<file path="src/rtl/mrp_pkg.sv">
package mrp_pkg;

	typedef enum logic [2:0] {
		PH_HEAD   = 3'd0,
		PH_DIGEST = 3'd1,
		PH_RLEN   = 3'd2,
		PH_RBODY  = 3'd3,
		PH_PLEN   = 3'd4,
		PH_PBODY  = 3'd5,
		PH_DONE   = 3'd6
	} phase_t;

	typedef enum logic [2:0] {
		ST_OK        = 3'd0,
		ST_TRUNCATED = 3'd1,
		ST_BAD_VER   = 3'd2,
		ST_BAD_PROF  = 3'd3,
		ST_BAD_FLAG  = 3'd4,
		ST_ZERO_LEN  = 3'd5
	} status_t;

	// configuration register indexes
	localparam logic [2:0] REG_VERSION    = 3'd0;
	localparam logic [2:0] REG_SHORT_PROF = 3'd1;
	localparam logic [2:0] REG_LONG_PROF  = 3'd2;
	localparam logic [2:0] REG_DIG_MASK   = 3'd3;
	localparam logic [2:0] REG_RES_MASK   = 3'd4;
	localparam logic [2:0] REG_POS_MASK   = 3'd5;

	localparam logic [4:0] HEAD_LAST  = 5'd18;
	localparam logic [4:0] HEAD_BYTES = 5'd19;
	localparam logic [4:0] CHUNK_END  = 5'd5;
	localparam logic [4:0] FILE_END   = 5'd13;
	localparam logic [4:0] TOTAL_END  = 5'd15;
	localparam logic [4:0] DATA_END   = 5'd17;

	localparam logic [15:0] SHORT_DIGEST = 16'd32;
	localparam logic [15:0] LONG_DIGEST  = 16'd64;

	typedef struct packed {
		logic [7:0] version_code;
		logic [7:0] short_profile_code;
		logic [7:0] long_profile_code;
		logic [7:0] digest_flag_mask;
		logic [7:0] restriction_flag_mask;
		logic [7:0] possession_flag_mask;
	} cfg_t;

	// one classified byte as passed from front to back
	typedef struct packed {
		logic [7:0] data_byte;
		logic       last;
		logic       ver_match;
		logic       prof_short;
		logic       prof_long;
		logic       flag_unknown;
		logic       flag_digest;
		logic       flag_restr;
		logic       flag_poss;
	} cls_item_t;

	typedef struct packed {
		status_t     status;
		logic [7:0]  profile_code;
		logic [31:0] chunk_bytes;
		logic [63:0] file_length;
		logic [15:0] total_shards;
		logic [15:0] data_shards;
		logic [7:0]  tail_flags;
		logic [15:0] restriction_length;
		logic [15:0] possession_length;
		logic [17:0] consumed_bytes;
	} result_t;

endpackage

</file>
<file path="src/rtl/mrp_front.sv">
module mrp_front (
	input  logic               clk,
	input  logic               arst_n,
	input  mrp_pkg::cfg_t      cfg,
	input  logic               in_valid,
	output logic               in_ready,
	input  logic [7:0]         in_byte,
	input  logic               in_last,
	output logic               item_valid,
	input  logic               item_ready,
	output mrp_pkg::cls_item_t item
);

	logic               valid_s1;
	mrp_pkg::cls_item_t item_s1;
	mrp_pkg::cls_item_t cls;
	logic [7:0]         known;

	// every byte gets compared against all codes; the back picks what its phase needs
	always_comb begin
		known            = cfg.digest_flag_mask | cfg.restriction_flag_mask
			| cfg.possession_flag_mask;
		cls.data_byte    = in_byte;
		cls.last         = in_last;
		cls.ver_match    = (in_byte == cfg.version_code);
		cls.prof_short   = (in_byte == cfg.short_profile_code);
		cls.prof_long    = (in_byte == cfg.long_profile_code);
		cls.flag_unknown = |(in_byte & ~known);
		cls.flag_digest  = |(in_byte & cfg.digest_flag_mask);
		cls.flag_restr   = |(in_byte & cfg.restriction_flag_mask);
		cls.flag_poss    = |(in_byte & cfg.possession_flag_mask);
	end

	assign in_ready   = !valid_s1 || item_ready;
	assign item_valid = valid_s1;
	assign item       = item_s1;

	always_ff @(posedge clk or negedge arst_n) begin
		if (!arst_n) begin
			valid_s1 <= 1'b0;
		end else if (in_ready) begin
			valid_s1 <= in_valid;
		end
	end

	always_ff @(posedge clk) begin
		if (in_ready && in_valid) begin
			item_s1 <= cls;
		end
	end

endmodule

</file>
<file path="src/rtl/mrp_queue.sv">
module mrp_queue #(
	parameter int DEPTH = 4
) (
	input  logic               clk,
	input  logic               arst_n,
	input  logic               push_valid,
	output logic               push_ready,
	input  mrp_pkg::cls_item_t push_item,
	output logic               pop_valid,
	input  logic               pop_ready,
	output mrp_pkg::cls_item_t pop_item
);

	localparam int AW = (DEPTH > 1) ? $clog2(DEPTH) : 1;
	localparam int CW = $clog2(DEPTH + 1);
	localparam logic [AW-1:0] LAST_PTR  = AW'(DEPTH - 1);
	localparam logic [CW-1:0] FULL_CNT  = CW'(DEPTH);

	mrp_pkg::cls_item_t mem [DEPTH];
	logic [AW-1:0] wr_ptr_q;
	logic [AW-1:0] rd_ptr_q;
	logic [CW-1:0] count_q;
	logic          do_push;
	logic          do_pop;

	assign push_ready = (count_q != FULL_CNT);
	assign pop_valid  = (count_q != '0);
	assign do_push    = push_valid && push_ready;
	assign do_pop     = pop_valid && pop_ready;
	assign pop_item   = mem[rd_ptr_q];

	always_ff @(posedge clk) begin
		if (do_push) begin
			mem[wr_ptr_q] <= push_item;
		end
	end

	always_ff @(posedge clk or negedge arst_n) begin
		if (!arst_n) begin
			wr_ptr_q <= '0;
			rd_ptr_q <= '0;
			count_q  <= '0;
		end else begin
			if (do_push) begin
				wr_ptr_q <= (wr_ptr_q == LAST_PTR) ? '0 : wr_ptr_q + 1'b1;
			end
			if (do_pop) begin
				rd_ptr_q <= (rd_ptr_q == LAST_PTR) ? '0 : rd_ptr_q + 1'b1;
			end
			if (do_push && !do_pop) begin
				count_q <= count_q + 1'b1;
			end else if (do_pop && !do_push) begin
				count_q <= count_q - 1'b1;
			end
		end
	end

endmodule

</file>
<file path="src/rtl/mrp_back.sv">
module mrp_back (
	input  logic               clk,
	input  logic               arst_n,
	input  logic               item_valid,
	output logic               item_ready,
	input  mrp_pkg::cls_item_t item,
	output logic               res_valid,
	input  logic               res_ready,
	output mrp_pkg::result_t   res
);

	typedef struct packed {
		mrp_pkg::phase_t phase;
		logic [15:0]     rem;
		logic            set_rem;
		logic            done;
	} adv_t;

	typedef struct packed {
		mrp_pkg::phase_t phase;
		logic [4:0]      head_index;
		logic [15:0]     rem;
		logic [17:0]     byte_count;
		logic [7:0]      len_hi;
		logic            ver_ok;
		logic            prof_short;
		logic            prof_long;
		logic            fl_digest;
		logic            fl_restr;
		logic            fl_poss;
		logic [7:0]      profile;
		logic [31:0]     chunk;
		logic [63:0]     flen;
		logic [15:0]     total;
		logic [15:0]     data;
		logic [7:0]      flags;
		logic [15:0]     rlen;
		logic [15:0]     plen;
		logic            given;
	} pstate_t;

	pstate_t          st_q;
	pstate_t          st_n;
	logic             out_valid_q;
	mrp_pkg::result_t out_q;
	logic             pop;
	logic             res_load;
	mrp_pkg::status_t res_status;
	adv_t             adv;
	logic [15:0]      rem_dec;
	logic [15:0]      len_full;

	// next section after a given stage, following the flag bits
	function automatic adv_t advance(input logic [1:0] stage, input logic fd,
		input logic fr, input logic fp, input logic sh);
		adv_t a;
		a.phase   = mrp_pkg::PH_DONE;
		a.rem     = '0;
		a.set_rem = 1'b0;
		a.done    = 1'b1;
		if (stage == 2'd0 && fd) begin
			a.phase   = mrp_pkg::PH_DIGEST;
			a.rem     = sh ? mrp_pkg::SHORT_DIGEST : mrp_pkg::LONG_DIGEST;
			a.set_rem = 1'b1;
			a.done    = 1'b0;
		end else if (stage <= 2'd1 && fr) begin
			a.phase = mrp_pkg::PH_RLEN;
			a.done  = 1'b0;
		end else if (stage <= 2'd2 && fp) begin
			a.phase = mrp_pkg::PH_PLEN;
			a.done  = 1'b0;
		end
		return a;
	endfunction

	assign item_ready = !out_valid_q || res_ready;
	assign pop        = item_valid && item_ready;
	assign res_valid  = out_valid_q;
	assign res        = out_q;

	always_comb begin
		st_n       = st_q;
		res_load   = 1'b0;
		res_status = mrp_pkg::ST_OK;
		adv        = advance(2'd3, 1'b0, 1'b0, 1'b0, 1'b0);
		rem_dec    = st_q.rem - 16'd1;
		len_full   = {st_q.len_hi, item.data_byte};
		if (pop && !st_q.given) begin
			st_n.byte_count = st_q.byte_count + 18'd1;
			case (st_q.phase)
				mrp_pkg::PH_HEAD: begin
					st_n.head_index = st_q.head_index + 5'd1;
					if (st_q.head_index == '0) begin
						st_n.ver_ok = item.ver_match;
					end else if (st_q.head_index == 5'd1) begin
						st_n.profile    = item.data_byte;
						st_n.prof_short = item.prof_short;
						st_n.prof_long  = item.prof_long;
					end else if (st_q.head_index <= mrp_pkg::CHUNK_END) begin
						st_n.chunk = {st_q.chunk[23:0], item.data_byte};
					end else if (st_q.head_index <= mrp_pkg::FILE_END) begin
						st_n.flen = {st_q.flen[55:0], item.data_byte};
					end else if (st_q.head_index <= mrp_pkg::TOTAL_END) begin
						st_n.total = {st_q.total[7:0], item.data_byte};
					end else if (st_q.head_index <= mrp_pkg::DATA_END) begin
						st_n.data = {st_q.data[7:0], item.data_byte};
					end else begin
						st_n.flags     = item.data_byte;
						st_n.fl_digest = item.flag_digest;
						st_n.fl_restr  = item.flag_restr;
						st_n.fl_poss   = item.flag_poss;
					end
					if (st_q.head_index == mrp_pkg::HEAD_LAST) begin
						adv = advance(2'd0, item.flag_digest, item.flag_restr,
							item.flag_poss, st_q.prof_short);
						if (!st_q.ver_ok) begin
							res_load   = 1'b1;
							res_status = mrp_pkg::ST_BAD_VER;
						end else if (!st_q.prof_short && !st_q.prof_long) begin
							res_load   = 1'b1;
							res_status = mrp_pkg::ST_BAD_PROF;
						end else if (item.flag_unknown) begin
							res_load   = 1'b1;
							res_status = mrp_pkg::ST_BAD_FLAG;
						end else begin
							st_n.phase = adv.phase;
							if (adv.set_rem) begin
								st_n.rem = adv.rem;
							end
							if (!adv.done) begin
								st_n.head_index = '0;
							end
							res_load = adv.done;
						end
					end
				end
				mrp_pkg::PH_DIGEST, mrp_pkg::PH_RBODY, mrp_pkg::PH_PBODY: begin
					st_n.rem = rem_dec;
					if (st_q.phase == mrp_pkg::PH_DIGEST) begin
						adv = advance(2'd1, st_q.fl_digest, st_q.fl_restr,
							st_q.fl_poss, st_q.prof_short);
					end else if (st_q.phase == mrp_pkg::PH_RBODY) begin
						adv = advance(2'd2, st_q.fl_digest, st_q.fl_restr,
							st_q.fl_poss, st_q.prof_short);
					end else begin
						adv = advance(2'd3, st_q.fl_digest, st_q.fl_restr,
							st_q.fl_poss, st_q.prof_short);
					end
					if (rem_dec == '0) begin
						st_n.phase = adv.phase;
						if (!adv.done) begin
							st_n.head_index = '0;
						end
						res_load = adv.done;
					end
				end
				mrp_pkg::PH_RLEN, mrp_pkg::PH_PLEN: begin
					if (st_q.head_index == '0) begin
						st_n.len_hi     = item.data_byte;
						st_n.head_index = 5'd1;
					end else begin
						st_n.head_index = '0;
						if (st_q.phase == mrp_pkg::PH_RLEN) begin
							st_n.rlen = len_full;
						end else begin
							st_n.plen = len_full;
						end
						if (len_full == '0) begin
							res_load   = 1'b1;
							res_status = mrp_pkg::ST_ZERO_LEN;
						end else begin
							st_n.rem   = len_full;
							st_n.phase = (st_q.phase == mrp_pkg::PH_RLEN)
								? mrp_pkg::PH_RBODY : mrp_pkg::PH_PBODY;
						end
					end
				end
				default: begin
				end
			endcase
			if (!res_load && item.last) begin
				res_load   = 1'b1;
				res_status = mrp_pkg::ST_TRUNCATED;
			end
			st_n.given = res_load;
		end
	end

	// the head phase encodes as zero, so a cleared state is the head phase
	always_ff @(posedge clk or negedge arst_n) begin
		if (!arst_n) begin
			st_q <= '0;
		end else if (pop && item.last) begin
			// the last byte of a buffer starts a fresh parse
			st_q <= '0;
		end else begin
			st_q <= st_n;
		end
	end

	always_ff @(posedge clk or negedge arst_n) begin
		if (!arst_n) begin
			out_valid_q <= 1'b0;
		end else if (item_ready) begin
			out_valid_q <= res_load;
		end
	end

	always_ff @(posedge clk) begin
		if (res_load) begin
			out_q.status             <= res_status;
			out_q.profile_code       <= st_n.profile;
			out_q.chunk_bytes        <= st_n.chunk;
			out_q.file_length        <= st_n.flen;
			out_q.total_shards       <= st_n.total;
			out_q.data_shards        <= st_n.data;
			out_q.tail_flags         <= st_n.flags;
			out_q.restriction_length <= st_n.rlen;
			out_q.possession_length  <= st_n.plen;
			out_q.consumed_bytes     <= (res_status == mrp_pkg::ST_OK) ? st_n.byte_count : '0;
		end
	end

	a_load_needs_pop: assert property (@(posedge clk) disable iff (!arst_n)
		res_load |-> pop && !st_q.given)
		else $error("result raised without a fresh byte");

	a_new_result_from_pop: assert property (@(posedge clk) disable iff (!arst_n)
		$rose(out_valid_q) |-> $past(pop))
		else $error("result appeared without a popped byte");

	a_consumed_only_ok: assert property (@(posedge clk) disable iff (!arst_n)
		out_valid_q && out_q.status != mrp_pkg::ST_OK |-> out_q.consumed_bytes == '0)
		else $error("consumed count on a failed record");

	// a head error leaves the index one past the head until the buffer ends
	a_head_index_range: assert property (@(posedge clk) disable iff (!arst_n)
		st_q.phase == mrp_pkg::PH_HEAD && !st_q.given
		|-> st_q.head_index < mrp_pkg::HEAD_BYTES)
		else $error("head index ran past the head");

	a_given_blocks: assert property (@(posedge clk) disable iff (!arst_n)
		st_q.given && pop && !item.last |=> st_q.given)
		else $error("parse restarted before end of buffer");

endmodule

</file>
<file path="src/rtl/metadata_record_parser.sv">
// channel | dir | handshake          | payload
// s_*     | in  | s_tvalid/s_tready  | s_tdata = data_byte, s_tlast = end_of_buffer
// m_*     | out | m_tvalid/m_tready  | m_tdata = result fields, status lowest
// cfg_*   | in  | cfg_we             | cfg_index selects register, cfg_data its value
// one byte a cycle sustained unless the result register waits on m_tready; a byte
// taken passes the front register and a queue entry, then the back parse step loads
// the output register, and waits longer while the queue holds bytes
// reset clears the configuration to its defaults and the parse state to the head phase
// the queue lets the front keep taking bytes while the result register waits on m_tready
module metadata_record_parser #(
	parameter int QUEUE_DEPTH = 4
) (
	input  logic         clk,
	input  logic         arst_n,
	input  logic         s_tvalid,
	output logic         s_tready,
	input  logic [7:0]   s_tdata,   // [7:0] data_byte
	input  logic         s_tlast,
	output logic         m_tvalid,
	input  logic         m_tready,
	// [2:0] status, [10:3] profile_code, [42:11] chunk_bytes, [106:43] file_length,
	// [122:107] total_shards, [138:123] data_shards, [146:139] tail_flags,
	// [162:147] restriction_length, [178:163] possession_length,
	// [196:179] consumed_bytes, [199:197] zero
	output logic [199:0] m_tdata,
	input  logic         cfg_we,
	input  logic [2:0]   cfg_index,
	input  logic [7:0]   cfg_data
);

	mrp_pkg::cfg_t      cfg_q;
	logic               f_valid;
	logic               f_ready;
	mrp_pkg::cls_item_t f_item;
	logic               b_valid;
	logic               b_ready;
	mrp_pkg::cls_item_t b_item;
	mrp_pkg::result_t   res;

	always_ff @(posedge clk or negedge arst_n) begin
		if (!arst_n) begin
			cfg_q.version_code          <= 8'd1;
			cfg_q.short_profile_code    <= 8'd1;
			cfg_q.long_profile_code     <= 8'd2;
			cfg_q.digest_flag_mask      <= 8'd1;
			cfg_q.restriction_flag_mask <= 8'd2;
			cfg_q.possession_flag_mask  <= 8'd4;
		end else if (cfg_we) begin
			case (cfg_index)
				mrp_pkg::REG_VERSION:    cfg_q.version_code          <= cfg_data;
				mrp_pkg::REG_SHORT_PROF: cfg_q.short_profile_code    <= cfg_data;
				mrp_pkg::REG_LONG_PROF:  cfg_q.long_profile_code     <= cfg_data;
				mrp_pkg::REG_DIG_MASK:   cfg_q.digest_flag_mask      <= cfg_data;
				mrp_pkg::REG_RES_MASK:   cfg_q.restriction_flag_mask <= cfg_data;
				mrp_pkg::REG_POS_MASK:   cfg_q.possession_flag_mask  <= cfg_data;
				default: begin
				end
			endcase
		end
	end

	mrp_front u_front (
		.clk        (clk),
		.arst_n     (arst_n),
		.cfg        (cfg_q),
		.in_valid   (s_tvalid),
		.in_ready   (s_tready),
		.in_byte    (s_tdata),
		.in_last    (s_tlast),
		.item_valid (f_valid),
		.item_ready (f_ready),
		.item       (f_item)
	);

	mrp_queue #(
		.DEPTH (QUEUE_DEPTH)
	) u_queue (
		.clk        (clk),
		.arst_n     (arst_n),
		.push_valid (f_valid),
		.push_ready (f_ready),
		.push_item  (f_item),
		.pop_valid  (b_valid),
		.pop_ready  (b_ready),
		.pop_item   (b_item)
	);

	mrp_back u_back (
		.clk        (clk),
		.arst_n     (arst_n),
		.item_valid (b_valid),
		.item_ready (b_ready),
		.item       (b_item),
		.res_valid  (m_tvalid),
		.res_ready  (m_tready),
		.res        (res)
	);

	assign m_tdata = {3'b000, res.consumed_bytes, res.possession_length,
		res.restriction_length, res.tail_flags, res.data_shards, res.total_shards,
		res.file_length, res.chunk_bytes, res.profile_code, res.status};

endmodule

</file>
<file path="config.mk">
export PLATFORM = sky130hd
export DESIGN_NAME = metadata_record_parser
export DESIGN_NICKNAME = d
export VERILOG_FILES = /design/src/rtl/mrp_pkg.sv /design/src/rtl/mrp_front.sv /design/src/rtl/mrp_queue.sv /design/src/rtl/mrp_back.sv /design/src/rtl/metadata_record_parser.sv
export SDC_FILE = /design/constraint.sdc
export NUM_CORES = 1
export LEC_CHECK = 0
export BUFFER_PORTS_ARGS = -buffer_cell sky130_fd_sc_hd__clkbuf_2
export CAP_MARGIN = 20
export CORE_MARGIN = 2
export CORE_UTILIZATION = 35
export CTS_CLUSTER_SIZE = 24
export DETAILED_ROUTE_END_ITERATION = 7
export PLACE_DENSITY = 0.6
export REMOVE_ABC_BUFFERS = 1
export SYNTH_ARGS = -nofsm -noshare
export SYNTH_HDL_FRONTEND = slang
export SYNTH_SLANG_ARGS = --single-unit
</file>
<file path="constraint.sdc">
create_clock -name clk -period 20.8 [get_ports clk]
set_clock_uncertainty 0.15 [all_clocks]
set_input_delay 2.08 -clock clk [delete_from_list [all_inputs] [get_ports clk]]
set_output_delay 2.08 -clock clk [all_outputs]
set_load 0.02 [all_outputs]
</file>
== Yosys cells after proc, flatten, opt, wreduce, memory -nomap -nowiden ==
Memories as Yosys holds them, arrays and structs flattened.
Index checks and enable logic that the tools add are counted.
Widths: inputs -> output; s select.
Word-level totals
  bits in registers: 502
  memory bits (writable): 64
  input port bits: 25
  output and inout port bits: 202
  word-level logic and storage cells: 243
  memories: 1
Memory list
  u_queue.mem: words 4, bits a word 16, read ports 1, clocked after memory_dff 0, wr ports 1, RTL line mrp_queue.sv:19  | mrp_pkg::cls_item_t mem [DEPTH];
Cells by class
  $add $sub $neg: 7
  magnitude comparators: 4
  eq/ne operators: 33
  multiplexer cells: 90
  bitwise gates (word level): 7
  reduce and logical (&&, ||, !) cells: 52
Operators with widths (count)
  $mux 233: 2
  $mux 150: 1
  $mux 149: 1
  $mux 136: 1
  $mux 24: 5
  $mux 16: 7
  $mux 104: 1
  $mux 32: 3
  $pmux 24 s3: 1
  $mux 17: 4
  $mux 64: 1
  $mux 21: 3
  $mux 3: 21
  $mux 40: 1
  $mux 8: 5
  $and 8x8->8: 4
  $logic_not 16->1: 2
  $reduce_or 8->1: 4
  $eq 8x8->1: 3
  $mux 1: 22
  $mux 20: 1
  $add 18x1->18 const B: 1
  $reduce_and 9->1: 2
  $or 8x8->8: 2
  other kinds (38): 95

== Longest topological paths before layout ==
Gate-level depths: netlist of the first run.
An unclocked memory read counts as a cell.
  depth in word-level cells: 18
  gate-level depth with buffers: 11
  depth with buffers taken out: 9

== By module ==
A second synthesis of the first run with hierarchy kept.
Unflattened totals
  cells, all modules: 1540
  area total of the unflattened synthesis: 23211.0 µm²
Modules (own cells, without submodules)
  mrp_back: times used 1, cells an instance 1223, area each 17454.2 µm², sequential area each 11746.3 µm²
  mrp_queue: times used 1, cells an instance 120, area each 2747.6 µm², sequential area each 2097.0 µm²
  metadata_record_parser: times used 1, cells an instance 110, area each 1866.8 µm², sequential area each 1208.7 µm²
  mrp_front: times used 1, cells an instance 87, area each 1142.3 µm², sequential area each 505.5 µm²

== Worst setup path after synthesis of the first run ==
OpenSTA, ideal clock, no wires.
  path kind: input to register
  from: input port m_tready
  to: register u_back.out_valid_q, in the netlist u_back.res_valid
  library setup time: 0.134 ns
  arrival: 13.644 ns
  required time: 20.516 ns
  path slack: 6.872 ns
  cell stages on the path: 6
  buffers on the path: 2
  cell sequence: nor2b_1 > or3_1 > clkbuf_1 > clkbuf_1 > a31oi_1 > or2_2
Between the ends
  cells in the longest elaborated chain, start to end: 4
Ends and longest elaborated chain
  start, declared: RTL line metadata_record_parser.sv:20  | input logic m_tready,
  $logic_or 1x1->1: RTL line mrp_back.sv:76  | assign item_ready = !out_valid_q || res_ready;
  $logic_and 1x1->1: RTL line mrp_back.sv:77  | assign pop = item_valid && item_ready;
  $logic_and 1x1->1: RTL line mrp_back.sv:88  | if (pop && !st_q.given) begin
  $mux 1: RTL line mrp_back.sv:88
  net u_back.res_load: RTL line mrp_back.sv:47  | logic res_load;
  end signal, assigned: RTL line mrp_back.sv:205  | out_valid_q <= res_load;
  end, declared: RTL line mrp_back.sv:44  | logic out_valid_q;
The timed path passes the listed nets, and every way through them passes these cells.
A chain may end at the register's enable or synchronous reset.

== Worst setup path after layout of the first run ==
  from: register u_queue.rd_ptr_q[0]
  to: register u_back.out_q, in the netlist u_back.res[69], enable pin
Between the ends
  cells in the longest elaborated chain, start to end: 17
  elaborated cells on any way between the ends: 20
  those cells by class: mux: 16; reduce/logical: 3; memory: 1
Ends and longest elaborated chain
  start, declared: RTL line mrp_queue.sv:21  | logic [AW-1:0] rd_ptr_q;
  start signal, assigned: RTL line mrp_queue.sv:48  | rd_ptr_q <= (rd_ptr_q == LAST_PTR) ? '0 : rd_ptr_q + 1'b1;
  $mem_v2 4x16 (*)
  $mux 1: RTL line mrp_back.sv:69  | end else if (stage <= 2'd2 && fp) begin
  $mux 1: RTL line mrp_back.sv:66  | end else if (stage <= 2'd1 && fr) begin
  $mux 1: RTL line mrp_back.sv:61  | if (stage == 2'd0 && fd) begin
  $mux 1: RTL line mrp_back.sv:113  | if (st_q.head_index == mrp_pkg::HEAD_LAST) begin
  $mux 1: RTL line mrp_back.sv:90  | case (st_q.phase)
  $mux 1: RTL line mrp_back.sv:88
  $mux 1: RTL line mrp_back.sv:122  | end else if (item.flag_unknown) begin
  (+2 left out)
  $mux 1: RTL line mrp_back.sv:113
  $pmux 1 s3: RTL line mrp_back.sv:90
  $mux 1: RTL line mrp_back.sv:88
  $logic_not 1->1: RTL line mrp_back.sv:181  | if (!res_load && item.last) begin
  $logic_and 1x1->1: RTL line mrp_back.sv:181
  $mux 1 (*): RTL line mrp_back.sv:181
  $mux 1 (*): RTL line mrp_back.sv:88
  net u_back.res_load: RTL line mrp_back.sv:47
  end, declared: RTL line mrp_back.sv:45  | mrp_pkg::result_t out_q;
Mark *: on every way through the listed nets, which the timed path passes. The rest lies on a longest branch. The select of a mux whose other input is x is not followed.

==> results.yml, run 1 <==
final_layout:
  nets: 1807
  layout-drive-gt1-share_pct: 32.64
  diodes: 0
  fill_cells: 6018
  multi_input_area_mm2: 0.007042
  area_growth_pct: 17.55
  final_cell_mix: "dfrtp_1, edfxtp_1, mux2_2, clkbuf_2, and2_1"
  layout_commonest_cell: "dfrtp_1"
  regArea_mm2: 0.01556
  final_util_pct: 41.40
critical_path:
  worst-r2r-cell-count: 6
  cp-end-kind: "register"
  path_class: "register to register"
  r2r_start: "u_queue.rd_ptr_q[0]"
  crit_required_ns: 20.90
  start_kind: "register"
  critPathMaxFanout: 168
  ff2ff_setup_slack_ns: 15.97
  reg2reg_to: "u_back.res[69]"
  cp.arrival_ns: 4.92
global_route:
  grtUsageTotal_pct: 14.94
  antenna_found_initial: 0
  grt_pass1_vias: 13400
  grt_max_degree: 169
  grt.overflow.total: 0
  grt_first_pass_wirelength_um: 79040
routing:
  drt_first_iter_violations: 1060
  antenna_left: 0
  drc: 0
  wl_um: 51030
  viasPerCell: 4.885
  first_pass_iters: 6
  wl_per_cell_um: 19.03
  via_count: 13100
yosys:
  yosys-top-cells-area: "edfxtp_1, dfrtp_1, mux2_2"
  async_reset_ff_share_pct: 51.06
  synth_enable_flop_cells: 277
  netlist.area_leader.share_pct: 36.12
  synth_cell_types: 70
  synthFlopType: "dfrtp_1"
  yosysSeqAreaShare_pct: 67.56
  syn_area_per_cell_um2: 14.89
  synth.yosys.warnings: 0
  syn_area_mm2: 0.02303
  synthCells: 1547
  ys_ff_latch: 566
  synth_top_area_cell: "edfxtp_1"
clock_tree:
  cts_hold_buf: 0
  cts_tree: "built"
  htreeDepth: 2
  clock-root-buffer: "clkbuf_16"
  post_cts_resized: 0
  cts_max_path_buffers: 3
  path_clk_slew_ns: 0.06
  cts-buffers-inserted: 59
  cts_num_sinks: 566
  clock_latency_ns: 0.65
  post_cts_buffers: 0
place:
  gp_congestion: 0.8346
  place_ws_ns: 15.35
  port_buffers: 223
  dp_hpwl_um: 33030
power_and_ir_drop:
  clkPwrFrac_pct: 27.6
  p_sw_mw: 1.386
  ir_worst_vdd_uv: 135.6
  p_leak_nw: 11.49
  cellPowerDensity_mw_per_mm2: 143.0
  pwr-share-seq_pct: 43.1
  p_int_mw: 2.485
  swShare_pct: 35.80
  p_comb_share_pct: 29.3
timing:
  post-route-period-util_pct: 23.20
  min_period_ns: 4.826
  fin_ws_ns: 15.97
  slew_viol_final: 0
  fmax_mhz: 207.2
  setup_viol: 0
  rsz0062_at_grt: "false"
  worstMarginPinSlew_ns: 1.059
  slew_headroom_pct: 28.74
  final_hold_viol_count: 0
  tns_ns: 0
die:
  die_y_um: 260.5
  start_util_pct: 35.22
  die_x_um: 260.5
  row_count: 94
  ios: 227
  die_area_mm2: 0.06786
  fp.coreArea_mm2: 0.06539
hold_path:
  min_to: "u_queue.mem[1][11]"
  holdPathStages: 0
  min_path_type: "register to register"
  hold_start: "u_front.item[11]"
status:
  status: "complete, no violations"
flow_run:
  maxCapViolations: 0
## flip-flops by register name, summed over array words and instances (netlist names), 2 cells and up
signal            cells
cfg_q                48
u_back.len_full       8
u_back.res          197
u_back.st_q         224
u_front.item         16
u_queue.count_q       3
u_queue.mem          64
u_queue.rd_ptr_q      2
u_queue.wr_ptr_q      2
## worst max-delay path, cell delays in order (launching register included)
cell and delay [ns]:
dfrtp_1 0.94, mux4_1 0.98, nor4_1 0.39, nand4_1 0.17, or3_1 0.47, a31oi_4 0.48, buf_12 0.62
## metal layers
layer | track usage (%) | vias up | part of all wire [%]
met4 | 5.397 | 0 | 3.2
met5 | 0 | - | 0
li1 | - | 6031 | -
met3 | 3.380 | 94 | 5.5
met1 | 19.44 | 6663 | 43
met2 | 24.49 | 310 | 49
## worst max path at each step
| stage | slack, ns | start | depth (start not counted) | end |
|---|---|---|---|---|
| finish | 15.97 | u_queue.rd_ptr_q[0] | 6 | u_back.res[69] |
| global placement | 15.39 | u_queue.rd_ptr_q[0] | 6 | u_back.res[139] |
| global route | 15.69 | u_queue.rd_ptr_q[0] | 6 | u_back.res[69] |
| CTS | 15.35 | u_queue.rd_ptr_q[0] | 6 | u_back.res[141] |
| detailed placement | 15.35 | u_queue.rd_ptr_q[0] | 6 | u_back.res[147] |
| floorplan | 6.85 | u_queue.rd_ptr_q[0] | 6 | u_back.res_valid |
## final cells by class
cell class | count | share of cell area, %
well taps | 864 | 3.994
inverters | 19 | 0.2635
multi-input cells | 880 | 26.01
clock buffers | 90 | 6.328
repair buffers | 241 | 4.881
clock inverters | 21 | 1.049
flip-flops and latches | 566 | 57.47
## stage by stage
stage / cells / hold WS [ns] / instance area (µm²) / total power, mW
floorplan: 1465 / 0.3087 / 22620 / 2.435
global placement: 2566 / 0.3172 / 25000 / 2.810
detailed placement: 2566 / 0.3307 / 25000 / 2.834
CTS: 2677 / 0.3416 / 26990 / 3.913
global route: 2681 / 0.3555 / 27070 / 4.080
finish: 2681 / 0.3381 / 27070 / 3.871
## logic make-up after synthesis
logic type	count (synthesis)	synth area share, %
simple gates	433	10.77
compound gates	134	3.787
other cells	1	0.01628
fa+ha+maj	15	0.8476
flops	566	67.56
xor+xnor	47	1.788
mux	248	13.13
buf+inv	103	2.103
## synth_stat cells, drive strengths merged (3+ instances only)
cell type  count
ha            14
o22ai          3
a211oi         3
a21bo          3
nor4bb         3
nor2b          4
nor4           8
or3            4
nand4b         4
nand2b         3
edfxtp       277
a31oi         13
or4            5
nand4         20
xnor2         32
nor3          25
o21ai         49
clkbuf        63
nand2         56
nor2          74
a21oi         25
a22oi         16
nor3b          3
buf           21
dfstp          6
nor4b         12
mux4          16
dfrtp        283
mux2         228
nand3         16
mux2i          4
inv           19
a32oi          6
and2         186
and3           5
xor2          15
## power groups by stage
stage / clock (mW) / combinational, mW / sequential, mW
after floorplan: 0 / 0.449 / 1.99
after global placement: 0 / 1.12 / 1.69
after detailed placement: 0 / 1.14 / 1.70
after CTS: 1.10 / 1.14 / 1.68
after global routing: 1.15 / 1.23 / 1.70
final: 1.07 / 1.13 / 1.67
(Power assumes the default switching activity.)
==> run 2, diff against run 1 <==
--- a/config.mk
+++ b/config.mk
@@ -11,7 +11,7 @@
 export CORE_UTILIZATION = 35
 export CTS_CLUSTER_SIZE = 24
 export DETAILED_ROUTE_END_ITERATION = 7
-export PLACE_DENSITY = 0.6
+export PLACE_DENSITY = 0.62
 export REMOVE_ABC_BUFFERS = 1
 export SYNTH_ARGS = -nofsm -noshare
 export SYNTH_HDL_FRONTEND = slang
==> constraint.sdc (replaced) <==
create_clock -name clk -period 4 [get_ports clk]
set_clock_uncertainty 0.15 [all_clocks]
set_input_delay 0.4 -clock clk [delete_from_list [all_inputs] [get_ports clk]]
set_output_delay 0.4 -clock clk [all_outputs]
set_load 0.02 [all_outputs]
==> run 2 against run 1 <==
Net effect:
- non-clock buffer count increased by 43
- final area is 1.7% higher
- global-route usage decreased by 0.13 points
- highest routed layer unchanged
- die area unchanged
- critical endpoint is now u_back.res[108]
- register-to-register slack worse by 16 ns
- critical path depth increased by 1
==> results.yml, run 2 (synthesized netlist as in run 1, its figures left out) <==
status:
  status: "complete, no violations"
timing:
  final_hold_viol_count: 0
  setup_viol: 0
  worstMarginPinSlew_ns: 1.094
  rsz0062_at_grt: "false"
  tns_ns: 0
  slew_viol_final: 0
  post-route-period-util_pct: 95.30
  fmax_mhz: 262.3
  min_period_ns: 3.812
  slew_headroom_pct: 26.85
  fin_ws_ns: 0.1881
critical_path:
  ff2ff_setup_slack_ns: 0.19
  cp.arrival_ns: 3.99
  crit_required_ns: 4.18
  crit_family: "simple AND/OR/NAND/NOR gates"
  critPathMaxFanout: 45
  r2r_start: "u_queue.rd_ptr_q[0]"
  crit_buf_inv: 2
  reg2reg_to: "u_back.res[108]"
  slowest_stage: "mux4_1"
  worst-r2r-cell-count: 7
  start_kind: "register"
  path_class: "register to register"
  path_cells: "mux4_1 -> nor4_1 -> nand4_1 -> or3_1 -> a31oi_4 -> buf_12 -> buf_4"
  max_stage_delay_ns: 0.65
  cp-end-kind: "register"
global_route:
  grt_max_degree: 115
  grt.overflow.total: 0
  antenna_found_initial: 0
  grt_first_pass_wirelength_um: 78350
  grt_pass1_vias: 13660
  grtUsageTotal_pct: 14.80
die:
  start_util_pct: 35.22
  die_area_mm2: 0.06786
  ios: 227
  die_x_um: 260.5
  die_y_um: 260.5
  fp.coreArea_mm2: 0.06539
  row_count: 94
place:
  port_buffers: 223
  dp_hpwl_um: 33540
  gp_congestion: 0.8823
  place_ws_ns: 0.2130
flow_run:
  maxCapViolations: 0
hold_path:
  min_to: "u_front.item[15]"
  holdPathStages: 1
  min_path_type: "input pin to register"
  hold_start: "s_tdata[7]"
routing:
  wl_um: 50700
  via_count: 13330
  antenna_left: 0
  drt_first_iter_violations: 909
  wl_per_cell_um: 18.60
  first_pass_iters: 6
  viasPerCell: 4.891
  drc: 0
final_layout:
  layout_commonest_cell: "dfrtp_1"
  area_growth_pct: 19.54
  largest_reg_flops: 224
  nets: 1850
  top_register: "u_back.st_q"
  layout-drive-gt1-share_pct: 33.37
  final_cell_mix: "dfrtp_1, edfxtp_1, mux2_2, clkbuf_2, and2_1"
power_and_ir_drop:
  p_leak_nw: 11.74
  ir_worst_vdd_uv: 459.7
  power.total_mw: 20.45
  cellPowerDensity_mw_per_mm2: 742.9
clock_tree:
  cts_num_sinks: 566
  post_cts_resized: 0
  cts_tree: "built"
  cts_hold_buf: 17
  htreeDepth: 2
  cts_max_path_buffers: 3
  post_cts_buffers: 0
  path_clk_slew_ns: 0.06
  cts-buffers-inserted: 59
  clock_latency_ns: 0.65
  clock-root-buffer: "clkbuf_16"
[run 2: stage by stage]
step	util [%]	hold slack, ns	std cells	area [µm²]
finish	42.10	0.03524	2726	27530
CTS	42.07	0.006240	2724	27510
global route	42.09	0.03011	2725	27530
floorplan	-	-0.04559	1465	22620
detailed placement	38.67	0.3328	2595	25290
global placement	38.67	0.3201	2595	25290
[run 2: worst max path at each step]
stage                         from          endpoint  cells past startpoint  slack (ns)
2_1_floorplan  u_queue.rd_ptr_q[0]  u_back.res_valid                      6       -9.95
3_3_place_gp   u_queue.rd_ptr_q[0]    u_back.res[92]                      7        0.28
3_5_place_dp   u_queue.rd_ptr_q[0]   u_back.res[100]                      7        0.21
4_1_cts        u_queue.rd_ptr_q[0]    u_back.res[70]                      7        0.24
5_1_grt        u_queue.rd_ptr_q[0]    u_back.res[70]                      7        0.09
6_report       u_queue.rd_ptr_q[0]   u_back.res[108]                      7        0.19
[run 2: area by class of cell]
cell class / count / area [µm²]
antenna: 1 / 2.502
clock buffer: 82 / 1644
clock inverter: 30 / 411.6
fill: 5962 / 37870
inverter: 19 / 71.32
multi-input combinational: 880 / 7029
sequential: 566 / 15560
tap: 864 / 1081
timing repair buffer: 284 / 1730
[run 2: routing by layer]
| layer | vias to the layer above | share of wire (%) | routed length (µm) | GRT usage [%] |
|---|---|---|---|---|
| met5 | - | 0 | 0 | 0 |
| met4 | 0 | 2.7 | 1344 | 4.746 |
| met3 | 98 | 4.8 | 2436 | 3.050 |
| met2 | 312 | 50 | 25170 | 24.73 |
| met1 | 6805 | 43 | 21750 | 19.33 |
| li1 | 6117 | - | - | - |
[run 2: power by group]
| part | leakage, nW | switching, mW | internal (mW) |
|---|---|---|---|
| registers | 6.60 | 0.681 | 7.97 |
| logic | 4.15 | 4.25 | 1.87 |
| clock network | 0.997 | 2.33 | 3.35 |
| total | 11.7 | 7.26 | 13.2 |
==> run 3, diff against run 2 <==
--- a/config.mk
+++ b/config.mk
@@ -5,6 +5,7 @@
 export SDC_FILE = /design/constraint.sdc
 export NUM_CORES = 1
 export LEC_CHECK = 0
+export ABC_AREA = 1
 export BUFFER_PORTS_ARGS = -buffer_cell sky130_fd_sc_hd__clkbuf_2
 export CAP_MARGIN = 20
 export CORE_MARGIN = 2
==> run 3 against run 2 <==
Net effect:
- combinational power rose by 26%
- synthesized cell count rose by 46%
- highest routed layer unchanged
- critical path depth rose by 8
- core utilization fell by 0.51 points
- largest power group unchanged
- final area rose by 1.1%
- critical path type unchanged
- worst hold slack improved by 0.0032 ns
- sequential share of layout area fell by 0.62 points
- clock power fell by 5.1%
- die area rose by 2.3%
==> results.yml, run 3 <==
yosys:
  yosysSeqAreaShare_pct: 65.98
  synth_cell_types: 51
  netlist.area_leader.share_pct: 35.28
  ys_ff_latch: 566
  synthCells: 2256
  async_reset_ff_share_pct: 51.06
  synth.yosys.warnings: 0
  synth_enable_flop_cells: 277
  synth_common_cells: "nand2_1, inv_1, dfrtp_1"
  syn_area_mm2: 0.02358
  synth_most_common_cell: "nand2_1"
  synth_top_area_cell: "edfxtp_1"
  yosys-top-cells-area: "edfxtp_1, dfrtp_1, nand2_1"
  syn_area_per_cell_um2: 10.45
  synthFlopType: "dfrtp_1"
final_layout:
  top_register: "u_back.st_q"
  final_area_mm2: 0.02783
  nets: 2534
  layout-drive-gt1-share_pct: 19.39
  layout_commonest_cell: "nand2_1"
  area_growth_pct: 18.04
  diodes: 0
  final_cell_mix: "nand2_1, inv_1, dfrtp_1, edfxtp_1, nor2_1"
  largest_reg_flops: 224
routing:
  antenna_left: 0
  drc: 0
  wl_um: 52950
  via_count: 16100
  first_pass_iters: 5
  drt_first_iter_violations: 1425
  viasPerCell: 4.712
  wl_per_cell_um: 15.50
critical_path:
  path_class: "register to register"
  cp.arrival_ns: 3.49
  crit_required_ns: 4.17
  critPathMaxFanout: 49
  r2r_start: "u_back.st_q[209]"
  cp-end-kind: "register"
  start_kind: "register"
  crit_path_start: "u_back.st_q[209]"
power_and_ir_drop:
  p_leak_nw: 13.37
  power.total_mw: 21.99
  ir_worst_vdd_uv: 529.9
  cellPowerDensity_mw_per_mm2: 790.3
timing:
  post-route-period-util_pct: 82.99
  slew_viol_final: 0
  fin_ws_ns: 0.6803
  min_period_ns: 3.320
  fin_hold_ws_ns: 0.03845
  rsz0062_at_grt: "false"
  slew_headroom_pct: 35.90
  fmax_mhz: 301.2
  final_hold_viol_count: 0
  worstMarginPinSlew_ns: 0.9604
  setup_viol: 0
clock_tree:
  cts_max_path_buffers: 3
  cts_num_sinks: 566
  post_cts_buffers: 0
  cts-buffers-inserted: 59
  cts_tree: "built"
  clock-root-buffer: "clkbuf_16"
  htreeDepth: 2
  cts_hold_buf: 16
  post_cts_resized: 0
  clock_latency_ns: 0.63
  path_clk_slew_ns: 0.06
die:
  die_area_mm2: 0.06946
  fp.coreArea_mm2: 0.06692
  ios: 227
  die_x_um: 263.5
  die_y_um: 263.5
  row_count: 95
  start_util_pct: 35.23
place:
  port_buffers: 223
  place_area_mm2: 0.02571
  place_ws_ns: 0.6452
  dp_hpwl_um: 35510
  gp_congestion: 0.9095
hold_path:
  hold_start: "s_tdata[6]"
  min_path_type: "input pin to register"
global_route:
  grt_max_degree: 106
  antenna_found_initial: 0
  grt_first_pass_wirelength_um: 85240
  grt_pass1_vias: 15680
  grtUsageTotal_pct: 15.25
  grt.overflow.total: 0
flow_run:
  maxCapViolations: 0
status:
  status: "complete, no violations"
## run 3: path summary, 6_finish.rpt
path                                             to  slack [ns]  cells after the start
max in group asynchronous       u_back.len_full[15]        2.52                      3
worst max register to register      u_back.res[159]        0.68                     15
min in group asynchronous          u_back.st_q[167]        0.18                      2
worst min-delay path               u_front.item[14]        0.04                      1
worst min register to register            cfg_q[16]        0.34                      2
worst max-delay path                u_back.res[159]        0.68                     15
## run 3: logic make-up (layout without fill, tap and decap cells)
| kind of cell | count (synthesis) | in the layout | synth area share, % |
|---|---|---|---|
| fa+ha+maj | 15 | 15 | 0.8279 |
| other cells | 1 | 3 | 0.01590 |
| mux | 1 | 1 | 0.04246 |
| compound gates | 366 | 366 | 8.677 |
| simple gates | 858 | 858 | 15.98 |
| buf+inv | 406 | 691 | 6.878 |
| xor+xnor | 43 | 43 | 1.597 |
| flops | 566 | 566 | 65.98 |
## run 3: worst max-delay path, stage by stage (launching register included)
cell and delay [ns]:
dfrtp_1 0.39, inv_1 0.16, ha_1 0.30, nand2_1 0.14, nor2_1 0.19, nand2_1 0.08, nand2_1 0.06, nand2_1 0.08
nor2_1 0.11, nand2_1 0.06, nor2_1 0.14, nand3_1 0.16, nand3_1 0.11, nand2_1 0.15, inv_8 0.35, buf_4 0.33
## run 3: where the power goes
group          internal, mW  total, mW  switching (mW)
clock network          3.11       5.39            2.29
registers              8.13       8.87           0.737
logic                  2.04       7.73            5.69
total                  13.3       22.0            8.71
## run 3: through the flow
stage | utilization, % | setup TNS [ns] | instances
2_1_floorplan | - | -1602.94 | 2163
3_3_place_gp | 38.41 | 0 | 3289
3_5_place_dp | 38.41 | 0 | 3289
4_1_cts | 41.55 | 0 | 3415
5_1_grt | 41.59 | 0 | 3416
6_report | 41.59 | 0 | 3416
## run 3: final cells by class
type	instances	area, µm²
fill	6392	39090
multi-input combinational	1286	6429
timing repair buffer	270	1639
tap	873	1092
sequential	566	15560
clock buffer	77	1564
clock inverter	33	372.9
inverter	311	1177
## run 3: metal layers
| metal | GRT usage [%] | part of all wire (%) | vias to the layer above |
|---|---|---|---|
| met1 | 21.17 | 46 | 7728 |
| met3 | 2.872 | 5.7 | 95 |
| met5 | 0 | 0 | - |
| met2 | 23.90 | 46 | 447 |
| met4 | 5.467 | 2.9 | 0 |
| li1 | - | - | 7826 |
